File: config.mk
export PLATFORM = sky130hd
export DESIGN_NAME = rational_reduce
export DESIGN_NICKNAME = d
export VERILOG_FILES = /design/src/design/rr_pkg.sv /design/src/design/rr_ctrl.sv /design/src/design/rr_dp.sv /design/src/design/rational_reduce.sv
export SDC_FILE = /design/constraint.sdc
export NUM_CORES = 1
export LEC_CHECK = 0
export BUFFER_PORTS_ARGS = -buffer_cell sky130_fd_sc_hd__buf_2
export CAP_MARGIN = 30
export CORE_AREA = 2 2 211 213
export DETAILED_ROUTE_END_ITERATION = 7
export DIE_AREA = 0 0 213 215
export PLACE_DENSITY = 0.73
export SLEW_MARGIN = 20
export SYNTH_ARGS = -nofsm -noshare
export SYNTH_HDL_FRONTEND = slang
export SYNTH_SLANG_ARGS = --single-unit
File: constraint.sdc
create_clock -name clk -period 5.95 [get_ports clk]
set_clock_uncertainty 0.2 [all_clocks]
set_input_delay 0.595 -clock clk [delete_from_list [all_inputs] [get_ports clk]]
set_output_delay 0.595 -clock clk [all_outputs]
set_load 0.05 [all_outputs]
File: src/design/rr_pkg.sv
// Package for the fraction reducer: status codes and the command and status
// structs between controller and datapath. No dependencies.
`default_nettype none

package rr_pkg;

	localparam int unsigned STATUS_W = 2;

	localparam logic [STATUS_W-1:0] STATUS_OK       = 2'd0;
	localparam logic [STATUS_W-1:0] STATUS_ZERO_DEN = 2'd1;
	localparam logic [STATUS_W-1:0] STATUS_MOST_NEG = 2'd2;

	// controller to datapath
	typedef struct packed {
		logic load;          // capture a new transaction
		logic gcd_step;      // one binary GCD step
		logic gcd_fin;       // form the GCD, start the numerator division
		logic div_step;      // one restoring division step
		logic div_init_den;  // keep numerator quotient, start denominator division
		logic out_load;      // load the output register
	} cmd_t;

	// datapath to controller
	typedef struct packed {
		logic err;       // captured transaction is an error case
		logic gcd_done;  // one GCD operand has reached zero
		logic div_last;  // current division step is the last one
	} sts_t;

endpackage

`default_nettype wire

File: src/design/rr_ctrl.sv
// Controller of the fraction reducer: sequences GCD, two divisions and output.
// Depends on rr_pkg (cmd_t, sts_t).
`default_nettype none

module rr_ctrl (
	input  wire logic          clk,
	input  wire logic          arst_n,
	input  wire logic          in_valid,
	output logic               in_ready,
	output logic               out_valid,
	input  wire logic          out_ready,
	output rr_pkg::cmd_t       cmd,
	input  wire rr_pkg::sts_t  sts
);

	localparam logic [2:0] S_IDLE = 3'd0;
	localparam logic [2:0] S_GCD  = 3'd1;
	localparam logic [2:0] S_DIVN = 3'd2;
	localparam logic [2:0] S_DSW  = 3'd3;
	localparam logic [2:0] S_DIVD = 3'd4;
	localparam logic [2:0] S_FIN  = 3'd5;

	logic [2:0] state_q;
	logic [2:0] state_d;
	logic       out_valid_q;

	assign in_ready  = (state_q == S_IDLE);
	assign out_valid = out_valid_q;

	always_comb begin
		cmd     = '0;
		state_d = state_q;
		case (state_q)
			S_IDLE: begin
				if (in_valid) begin
					cmd.load = 1'b1;
					state_d  = S_GCD;
				end
			end
			S_GCD: begin
				if (sts.err) begin
					state_d = S_FIN;
				end else if (sts.gcd_done) begin
					cmd.gcd_fin = 1'b1;
					state_d     = S_DIVN;
				end else begin
					cmd.gcd_step = 1'b1;
				end
			end
			S_DIVN: begin
				cmd.div_step = 1'b1;
				if (sts.div_last) state_d = S_DSW;
			end
			S_DSW: begin
				cmd.div_init_den = 1'b1;
				state_d          = S_DIVD;
			end
			S_DIVD: begin
				cmd.div_step = 1'b1;
				if (sts.div_last) state_d = S_FIN;
			end
			S_FIN: begin
				// hold until the output register is free or being emptied
				if (!out_valid_q || out_ready) begin
					cmd.out_load = 1'b1;
					state_d      = S_IDLE;
				end
			end
			default: state_d = S_IDLE;
		endcase
	end

	always_ff @(posedge clk or negedge arst_n) begin
		if (!arst_n) begin
			state_q     <= S_IDLE;
			out_valid_q <= 1'b0;
		end else begin
			state_q <= state_d;
			if (cmd.out_load) out_valid_q <= 1'b1;
			else if (out_ready) out_valid_q <= 1'b0;
		end
	end

	a_no_overwrite: assert property (@(posedge clk) disable iff (!arst_n)
		cmd.out_load |-> (!out_valid_q || out_ready))
		else $error("output register overwritten while holding a result");

	a_accept_starts: assert property (@(posedge clk) disable iff (!arst_n)
		(in_valid && in_ready) |=> (state_q == S_GCD))
		else $error("accepted transaction did not start the GCD");

	a_cmd_exclusive: assert property (@(posedge clk) disable iff (!arst_n)
		$onehot0({cmd.load, cmd.gcd_step, cmd.gcd_fin, cmd.div_step,
			cmd.div_init_den, cmd.out_load}))
		else $error("conflicting datapath commands");

	a_out_drains: assert property (@(posedge clk) disable iff (!arst_n)
		(out_valid && out_ready && !cmd.out_load) |=> !out_valid)
		else $error("result delivered twice");

endmodule

`default_nettype wire

File: src/design/rr_dp.sv
// Datapath of the fraction reducer: binary GCD, shared restoring divider,
// sign fix-up and output register. Depends on rr_pkg.
`default_nettype none

module rr_dp #(
	parameter int unsigned WIDTH = 32
) (
	input  wire logic                    clk,
	input  wire logic signed [WIDTH-1:0] num_in,
	input  wire logic signed [WIDTH-1:0] den_in,
	output logic signed [WIDTH-1:0]      num_out,
	output logic [WIDTH-2:0]             den_out,
	output logic [rr_pkg::STATUS_W-1:0]  status,
	input  wire rr_pkg::cmd_t            cmd,
	output rr_pkg::sts_t                 sts
);

	localparam int unsigned M  = WIDTH - 1;
	localparam int unsigned CW = $clog2(M);
	localparam logic [CW-1:0] LAST_STEP = CW'(M - 1);

	logic [WIDTH-1:0] n_raw, d_raw, n_neg, d_neg, most_neg;
	logic [M-1:0]     n_mag, d_mag;

	logic                        n_sign_q, d_sign_q;
	logic [rr_pkg::STATUS_W-1:0] code_q;
	logic [M-1:0]                an_q, ad_q, a_q, b_q, g_q, rem_q, quo_q, qn_q;
	logic [CW-1:0]               k_q, cnt_q;

	logic [M:0]   trial;
	logic         fits;
	logic [M-1:0] rem_d;
	logic         neg;
	logic [WIDTH-1:0] qn_ext;

	assign n_raw    = num_in;
	assign d_raw    = den_in;
	assign most_neg = {1'b1, {M{1'b0}}};
	assign n_neg    = (~n_raw) + WIDTH'(1);
	assign d_neg    = (~d_raw) + WIDTH'(1);
	assign n_mag    = n_raw[WIDTH-1] ? n_neg[M-1:0] : n_raw[M-1:0];
	assign d_mag    = d_raw[WIDTH-1] ? d_neg[M-1:0] : d_raw[M-1:0];

	assign trial = {rem_q, quo_q[M-1]};
	assign fits  = (trial >= {1'b0, g_q});
	assign rem_d = fits ? M'(trial - {1'b0, g_q}) : trial[M-1:0];

	assign sts.err      = (code_q != rr_pkg::STATUS_OK);
	assign sts.gcd_done = (a_q == '0) || (b_q == '0);
	assign sts.div_last = (cnt_q == LAST_STEP);

	assign neg    = (n_sign_q ^ d_sign_q) && (qn_q != '0);
	assign qn_ext = {1'b0, qn_q};

	always_ff @(posedge clk) begin
		if (cmd.load) begin
			n_sign_q <= n_raw[WIDTH-1];
			d_sign_q <= d_raw[WIDTH-1];
			an_q     <= n_mag;
			ad_q     <= d_mag;
			a_q      <= n_mag;
			b_q      <= d_mag;
			k_q      <= '0;
			if (d_raw == '0) code_q <= rr_pkg::STATUS_ZERO_DEN;
			else if (n_raw == most_neg || d_raw == most_neg) code_q <= rr_pkg::STATUS_MOST_NEG;
			else code_q <= rr_pkg::STATUS_OK;
		end

		if (cmd.gcd_step) begin
			if (!a_q[0] && !b_q[0]) begin
				a_q <= a_q >> 1;
				b_q <= b_q >> 1;
				k_q <= k_q + CW'(1);
			end else if (!a_q[0]) begin
				a_q <= a_q >> 1;
			end else if (!b_q[0]) begin
				b_q <= b_q >> 1;
			end else if (a_q >= b_q) begin
				a_q <= a_q - b_q;
			end else begin
				b_q <= b_q - a_q;
			end
		end

		if (cmd.gcd_fin) begin
			g_q   <= (a_q | b_q) << k_q;
			rem_q <= '0;
			quo_q <= an_q;
			cnt_q <= '0;
		end

		if (cmd.div_step) begin
			rem_q <= rem_d;
			quo_q <= {quo_q[M-2:0], fits};
			cnt_q <= cnt_q + CW'(1);
		end

		if (cmd.div_init_den) begin
			qn_q  <= quo_q;
			rem_q <= '0;
			quo_q <= ad_q;
			cnt_q <= '0;
		end

		if (cmd.out_load) begin
			status <= code_q;
			if (code_q != rr_pkg::STATUS_OK) begin
				num_out <= '0;
				den_out <= '0;
			end else begin
				num_out <= neg ? ((~qn_ext) + WIDTH'(1)) : qn_ext;
				den_out <= quo_q;
			end
		end
	end

endmodule

`default_nettype wire

File: src/design/rational_reduce.sv
// Fraction reducer, top level: controller rr_ctrl plus datapath rr_dp (rr_pkg).
// Sequence: error cases go from acceptance through S_GCD and S_FIN to the output register;
// otherwise the binary GCD loop, the numerator division, S_DSW, the denominator division
// and S_FIN come before it. Throughput: one transaction at a time, as in_ready is high
// only when idle; the GCD loop and the shared one-bit-a-cycle divider, run twice, set the rate.
// Reset: arst_n clears the controller state and the output valid; payload is not reset.
`default_nettype none

module rational_reduce #(
	parameter int unsigned WIDTH = 32
) (
	input  wire logic                    clk,
	input  wire logic                    arst_n,
	input  wire logic                    in_valid,
	output logic                         in_ready,
	input  wire logic signed [WIDTH-1:0] num_in,
	input  wire logic signed [WIDTH-1:0] den_in,
	output logic                         out_valid,
	input  wire logic                    out_ready,
	output logic signed [WIDTH-1:0]      num_out,
	output logic [WIDTH-2:0]             den_out,
	output logic [rr_pkg::STATUS_W-1:0]  status
);

	// command and status between the sequencer and the arithmetic
	rr_pkg::cmd_t cmd;
	rr_pkg::sts_t sts;

	// The controller accepts a transaction only when idle, walks the GCD loop,
	// runs the numerator and then the denominator division on one divider, and
	// hands the result to the output register once that register is free.
	rr_ctrl u_ctrl (
		.clk       (clk),
		.arst_n    (arst_n),
		.in_valid  (in_valid),
		.in_ready  (in_ready),
		.out_valid (out_valid),
		.out_ready (out_ready),
		.cmd       (cmd),
		.sts       (sts)
	);

	// The datapath flags a zero denominator first, then a most negative input;
	// both skip the arithmetic and give a zero fraction with the error status.
	rr_dp #(
		.WIDTH (WIDTH)
	) u_dp (
		.clk     (clk),
		.num_in  (num_in),
		.den_in  (den_in),
		.num_out (num_out),
		.den_out (den_out),
		.status  (status),
		.cmd     (cmd),
		.sts     (sts)
	);

endmodule

`default_nettype wire

==> results.sh, run 1 <==
export IMPL_status="finished clean"
export IMPL_cp_endpoint="u_dp.a_q[25]"
export IMPL_start_util_pct=49.44
export IMPL_grt_overflow=0
export IMPL_r2r_cells=12
export IMPL_synth_nets=2498
export IMPL_antenna_found_initial=1
export IMPL_die_height_um=215
export IMPL_placement_io_buffers=134
export IMPL_final_hold_viol_count=0
export IMPL_post_cts_buffers=0
export IMPL_rsz0062_at_grt="no"
export IMPL_crit_start="u_dp.a_q[0]"
export IMPL_cts_tree="built"
export IMPL_p_int_w=0.007853
export IMPL_synth_seq_cells=331
export IMPL_r2r_slack_ns=1.63
export IMPL_max_cap_violations=0
export IMPL_fmax_ghz=0.2316
export IMPL_worstPathRequired_ns=6.17
export IMPL_routabilityCongestion=1.061
export IMPL_synth_edf_count=224
export IMPL_reg2reg_from="u_dp.a_q[0]"
export IMPL_synthFlopType="edfxtp_1"
export IMPL_min_period_over_period_pct=72.57
export IMPL_cp_start_kind="flip-flop"
export IMPL_synthToLayoutAreaGrowth_pct=11.32
export IMPL_synth_commonest_cells="nor2_1, edfxtp_1, nand2_1"
export IMPL_yosys_warnings=0
export IMPL_drt_iter0_drc=2239
export IMPL_seqCellArea_um2=8890
export IMPL_synth_cell_types=81
export IMPL_synth_top_area_share_pct=31.17
export IMPL_synth_largest_area_cell="edfxtp_1"
export IMPL_syn_inst=2298
export IMPL_cts_made_buffers=37
export IMPL_synth_area_um2=21580
export IMPL_seqPwrFrac_pct=26.2
export IMPL_worst_pin_slew_ns=0.9419
export IMPL_routed_wl_mm=65.38
export IMPL_hp_class="input pin to flip-flop"
export IMPL_clock_sinks=331
export IMPL_power_total_w=0.01492
export IMPL_drc=0
export IMPL_finalCriticalPeriod_ns=4.318
export IMPL_largest_register="u_dp.num_out"
export IMPL_p_sw_w=0.007072
export IMPL_dr_total_vias=18470
export IMPL_arrival_ns=4.54
export IMPL_clk_transition_reported_paths_ns=0.07
export IMPL_cts_resized=0
export IMPL_power_density_nw_per_um2=621.3
export IMPL_io_pins=135
export IMPL_layout_nets=2573
export IMPL_fp_dieArea_um2=45800
export IMPL_endpoint_kind="flip-flop"
export IMPL_wl_per_cell_um=21.83
export IMPL_slew_headroom_pct=37.21
export IMPL_clk_latency_ns=0.55
export IMPL_synth_area_leaders="edfxtp_1, dfxtp_1, ha_1"
export IMPL_r2r_end="u_dp.a_q[25]"
export IMPL_rows=77
export IMPL_p_leak_nw=9.387
export IMPL_cts_max_level=2
export IMPL_ir_drop_mv=0.3737
export IMPL_via_per_inst=6.166
export IMPL_ant_nets=0
export IMPL_dp_hpwl_mm=50.24
export IMPL_drv_slew=0
export IMPL_crit_type="flip-flop to flip-flop"
export IMPL_tns_ns=0
export IMPL_grt_pass1_vias=16980
export IMPL_cts_root_buf="clkbuf_16"
export IMPL_fillers=3787
export IMPL_multi_input_area_um2=11680
export IMPL_cts_buffer_depth=3
export IMPL_synth_avg_cell_area_um2=9.389
export IMPL_clock_power_share_pct=15.7
export IMPL_grt_first_pass_wirelength_mm=99.71
export IMPL_critPathMaxFanout=10
export IMPL_grt_use_total_pct=28.08
export IMPL_p_comb_share_pct=58.2
export IMPL_dr_pass1_iters=8
export IMPL_async_flop_share_pct=1.208
export IMPL_setup_viol=0
export IMPL_layout_drive_gt1_share_pct=12.61
export IMPL_grt_max_degree=76
export IMPL_largest_register_ffs=32
export IMPL_swShare_pct=47.38
export IMPL_ys_seq_area_share_pct=41.19
export IMPL_die_w_um=213
export IMPL_synth_most_common_cell="nor2_1"
export IMPL_core_um2=43640
[how the worst min path moves through the flow]
stage	start	to	slack [ns]	cells after the start
final	num_in[0]	u_dp.an_q[0]	0.17	1
after global routing	num_in[0]	u_dp.an_q[0]	0.15	1
after CTS	num_in[0]	u_dp.an_q[0]	0.14	1
after detailed placement	arst_n	u_ctrl.out_valid	0.22	1
after global placement	arst_n	u_ctrl.out_valid	0.22	1
after floorplan	arst_n	u_ctrl.out_valid	0.1	0
[cell families after synthesis]
logic type | share of synthesized area, %
AND/OR/NAND/NOR | 15.31
AO/OA/AOI/OAI | 18.54
buffers and inverters | 4.883
adder cells (fa/ha/maj) | 7.759
multiplexers | 5.213
XOR/XNOR | 7.104
flip-flops | 41.19
[what timing repair did]
| item | CTS | global route |
|---|---|---|
| hold endpoints to repair | 4 | 0 |
| setup endpoints to repair | 0 | 0 |
| hold buffers | 1 | 0 |
[cell type report]
cell class | instances | share of cell area (%)
Antenna cell | 1 | 0.01042
Multi-Input combinational cell | 1690 | 48.62
Clock inverter | 24 | 1.172
Inverter | 154 | 2.417
Sequential cell | 331 | 37.01
Clock buffer | 44 | 4.006
Timing Repair Buffer | 159 | 3.683
Tap cell | 592 | 3.084
[metrics by stage]
| stage | setup WS, ns | util [%] | cell area, µm² | hold WS, ns | cells |
|---|---|---|---|---|---|
| final | 1.632 | 55.04 | 24020 | 0.1691 | 2995 |
| after global routing | 1.470 | 55.03 | 24020 | 0.1497 | 2994 |
| after CTS | 1.729 | 54.99 | 24000 | 0.1394 | 2993 |
| after detailed placement | 1.768 | 52.11 | 22740 | 0.2197 | 2924 |
| after global placement | 1.566 | 52.02 | 22700 | 0.2183 | 2921 |
| after floorplan | 0.6848 | - | 21580 | 0.09941 | 2298 |
[cells in the final DEF, fill, tap and decap left out, types with 13 or more instances in the layout]
cell type    n
clkbuf_16   37
nand2b_1    18
mux2i_1     37
a221o_1     18
o211ai_1    16
nor2b_1     30
nor2_1     230
nand2_1    209
inv_1      150
dfxtp_1    102
nor3_1      29
edfxtp_1   224
or2_2       14
xor2_1      56
o31ai_1     29
nand3_1     27
o221ai_1    22
mux2_2      13
buf_4       21
o21bai_1    16
nand4_1     19
ha_1       129
a221oi_1    19
nor4_1      36
o21ai_0    114
o22ai_1     19
mux4_2      27
and2_1      40
or3_1       17
a211oi_1    37
a21oi_1    149
a31oi_1     44
buf_2      134
xnor2_1    119
a21o_1      19
[critical path, cell delays in order (launching register included)]
cell	delay (ns)
dfxtp_1	0.59
inv_1	0.20
ha_1	0.26
o21bai_1	0.17
a21oi_1	0.18
o311ai_1	0.61
nand3_1	0.21
a31o_2	0.31
a21o_1	0.25
a31oi_2	0.61
buf_6	0.25
a211oi_1	0.07
a221o_1	0.28
[routing by layer]
layer,part of all wire (%),track usage [%],up-vias
li1,-,-,8501
met4,5.3,13.17,2
met3,9.8,4.472,183
met5,0.011,0,-
met1,41,39.25,8775
met2,44,42.55,1006
[power groups by stage]
stage               logic, W  clock network (W)  registers, W
floorplan            0.00589                  0       0.00415
global placement     0.00831                  0       0.00393
detailed placement   0.00837                  0       0.00395
CTS                  0.00842            0.00237       0.00391
global route         0.00934            0.00246       0.00396
finish               0.00868            0.00234       0.00390
No activity file was read; power rests on OpenSTA's default activity.
==> run 2, diff against run 1 <==
Settings changed: PLACE_DENSITY 0.73 to 0.7.
Clock period 5.95 ns to 4.4 ns, I/O delays scaled along.
==> run 2 against run 1 <==
  * Largest cell class unchanged
  * Die area did not move
  * First-iteration DRC count down 17%
  * Design area rose by 0.88%
==> results.sh, run 2 (synthesis results as in run 1) <==
export IMPL_slowest_stage="o311ai_1"
export IMPL_die_height_um=215
export IMPL_drc=0
export IMPL_grt_pass1_vias=17040
export IMPL_cts_resized=0
export IMPL_cts_root_buf="clkbuf_16"
export IMPL_grt_overflow=0
export IMPL_worst_pin_slew_ns=0.8934
export IMPL_fin_cells=3018
export IMPL_clock_sinks=331
export IMPL_final_common_cell="nor2_1"
export IMPL_finalCriticalPeriod_ns=4.067
export IMPL_ir_drop_mv=0.4241
export IMPL_path_delay_family="compound AO/OA/AOI/OAI gates"
export IMPL_critPathBufInv=2
export IMPL_placement_io_buffers=134
export IMPL_path_cells="inv_1 -> ha_1 -> o21bai_1 -> a21oi_1 -> o311ai_1 -> nand3_1 -> a31o_2 -> a21oi_1 -> or2_2 -> and2_1 -> buf_4 -> a221oi_1"
export IMPL_cp_start_kind="flip-flop"
export IMPL_status="finished clean"
export IMPL_crit_type="flip-flop to flip-flop"
export IMPL_grt_max_degree=78
export IMPL_routabilityCongestion=1.081
export IMPL_slew_headroom_pct=39.69
export IMPL_endpoint_kind="flip-flop"
export IMPL_max_cap_violations=0
export IMPL_dp_hpwl_mm=51.23
export IMPL_arrival_ns=4.26
export IMPL_wl_per_cell_um=21.85
export IMPL_drt_iter0_drc=1862
export IMPL_cts_buffer_depth=3
export IMPL_layout_nets=2599
export IMPL_drv_slew=0
export IMPL_p_leak_nw=9.519
export IMPL_die_w_um=213
export IMPL_crit_start="u_dp.b_q[1]"
export IMPL_clk_latency_ns=0.55
export IMPL_power_density_nw_per_um2=846.2
export IMPL_post_cts_buffers=0
export IMPL_antenna_found_initial=0
export IMPL_setup_viol=0
export IMPL_ant_nets=0
export IMPL_dp_cells=2948
export IMPL_grt_use_total_pct=28.53
export IMPL_rows=77
export IMPL_min_period_over_period_pct=92.43
export IMPL_r2r_slack_ns=0.33
export IMPL_core_um2=43640
export IMPL_final_hold_viol_count=0
export IMPL_critPathMaxFanout=23
export IMPL_worstHoldStart="den_in[30]"
export IMPL_tns_ns=0
export IMPL_cts_tree="built"
export IMPL_dr_pass1_iters=5
export IMPL_timing_critical_path_depth=12
export IMPL_cpMostUsedCell="a21oi_1"
export IMPL_layout_drive_gt1_share_pct=13.19
export IMPL_worstPathRequired_ns=4.59
export IMPL_reg2reg_from="u_dp.b_q[1]"
export IMPL_hp_class="input pin to flip-flop"
export IMPL_synthToLayoutAreaGrowth_pct=12.30
export IMPL_rsz0062_at_grt="no"
export IMPL_min_path_cells=2
export IMPL_dr_total_vias=18260
export IMPL_routed_wl_mm=65.96
export IMPL_grt_first_pass_wirelength_mm=100.5
export IMPL_cts_max_level=2
export IMPL_cts_made_buffers=36
export IMPL_fp_dieArea_um2=45800
export IMPL_num_antenna_cells=0
export IMPL_largest_register_ffs=32
export IMPL_fmax_ghz=0.2459
export IMPL_r2r_cells=12
export IMPL_largest_register="u_dp.num_out"
export IMPL_clk_transition_reported_paths_ns=0.06
export IMPL_io_pins=135
export IMPL_slowest_delay_ns=0.57
export IMPL_via_per_inst=6.051
export IMPL_mostFrequentLayoutCells="nor2_1, edfxtp_1, nand2_1"
export IMPL_start_util_pct=49.44
run 2: changes by cell type in the layout (fill, tap and decap cells not counted), sizes merged:
cell / before / now
dlygate4sd3: 1 / 2
clkinvlp: 4 / 3
diode: 1 / 0
clkbuf: 44 / 41
clkinv: 15 / 14
buf: 158 / 184
bufinv: 4 / 6
run 2: area by class of cell:
cell class | count | area, µm²
Multi-Input combinational cell | 1690 | 11680
Timing Repair Buffer | 186 | 1115
Clock buffer | 41 | 919.6
Tap cell | 592 | 740.7
Sequential cell | 331 | 8890
Fill cell | 3820 | 19410
Clock inverter | 24 | 307.8
Inverter | 154 | 580.6
run 2: worst paths after layout:
| path | end |
|---|---|
| min | u_dp.code_q[0] |
| max reg2reg | u_dp.a_q[22] |
| min in group asynchronous | u_ctrl.state_q[1] |
| max in group asynchronous | u_ctrl.state_q[2] |
| max | u_dp.a_q[22] |
| min reg2reg | u_dp.qn_q[21] |
run 2: metal layers:
layer	GRT usage (%)	wire [µm]	vias to the layer above
met4	12.00	2944	0
met5	0	0	-
li1	-	-	8571
met1	41.74	29090	8720
met3	3.989	5693	127
met2	42.19	28230	844
run 2: timing repair:
item / 4_1_cts / 5_1_grt
hold buffers: 2 / 0
hold endpoints to repair: 5 / 0
endpoints found under the setup margin: 0 / 0
run 2: where the power goes:
part           total [W]  internal (W)  switching (W)
combinational     0.0121       0.00448        0.00766
sequential       0.00520       0.00447       0.000739
clock            0.00316       0.00188        0.00128
total             0.0205        0.0108        0.00968
run 2: per-stage QoR:
step	util [%]	total power, W	setup slack (ns)	instance area [µm²]	hold slack [ns]
2_1_floorplan	-	0.01356	0.2224	21580	-0.05559
3_3_place_gp	52.56	0.01689	0.5458	22940	0.05905
3_5_place_dp	52.56	0.01700	0.4800	22940	0.05945
4_1_cts	55.41	0.02022	0.4485	24180	0.02029
5_1_grt	55.52	0.02166	0.1854	24230	0.02450
6_report	55.52	0.02050	0.3329	24230	0.04178
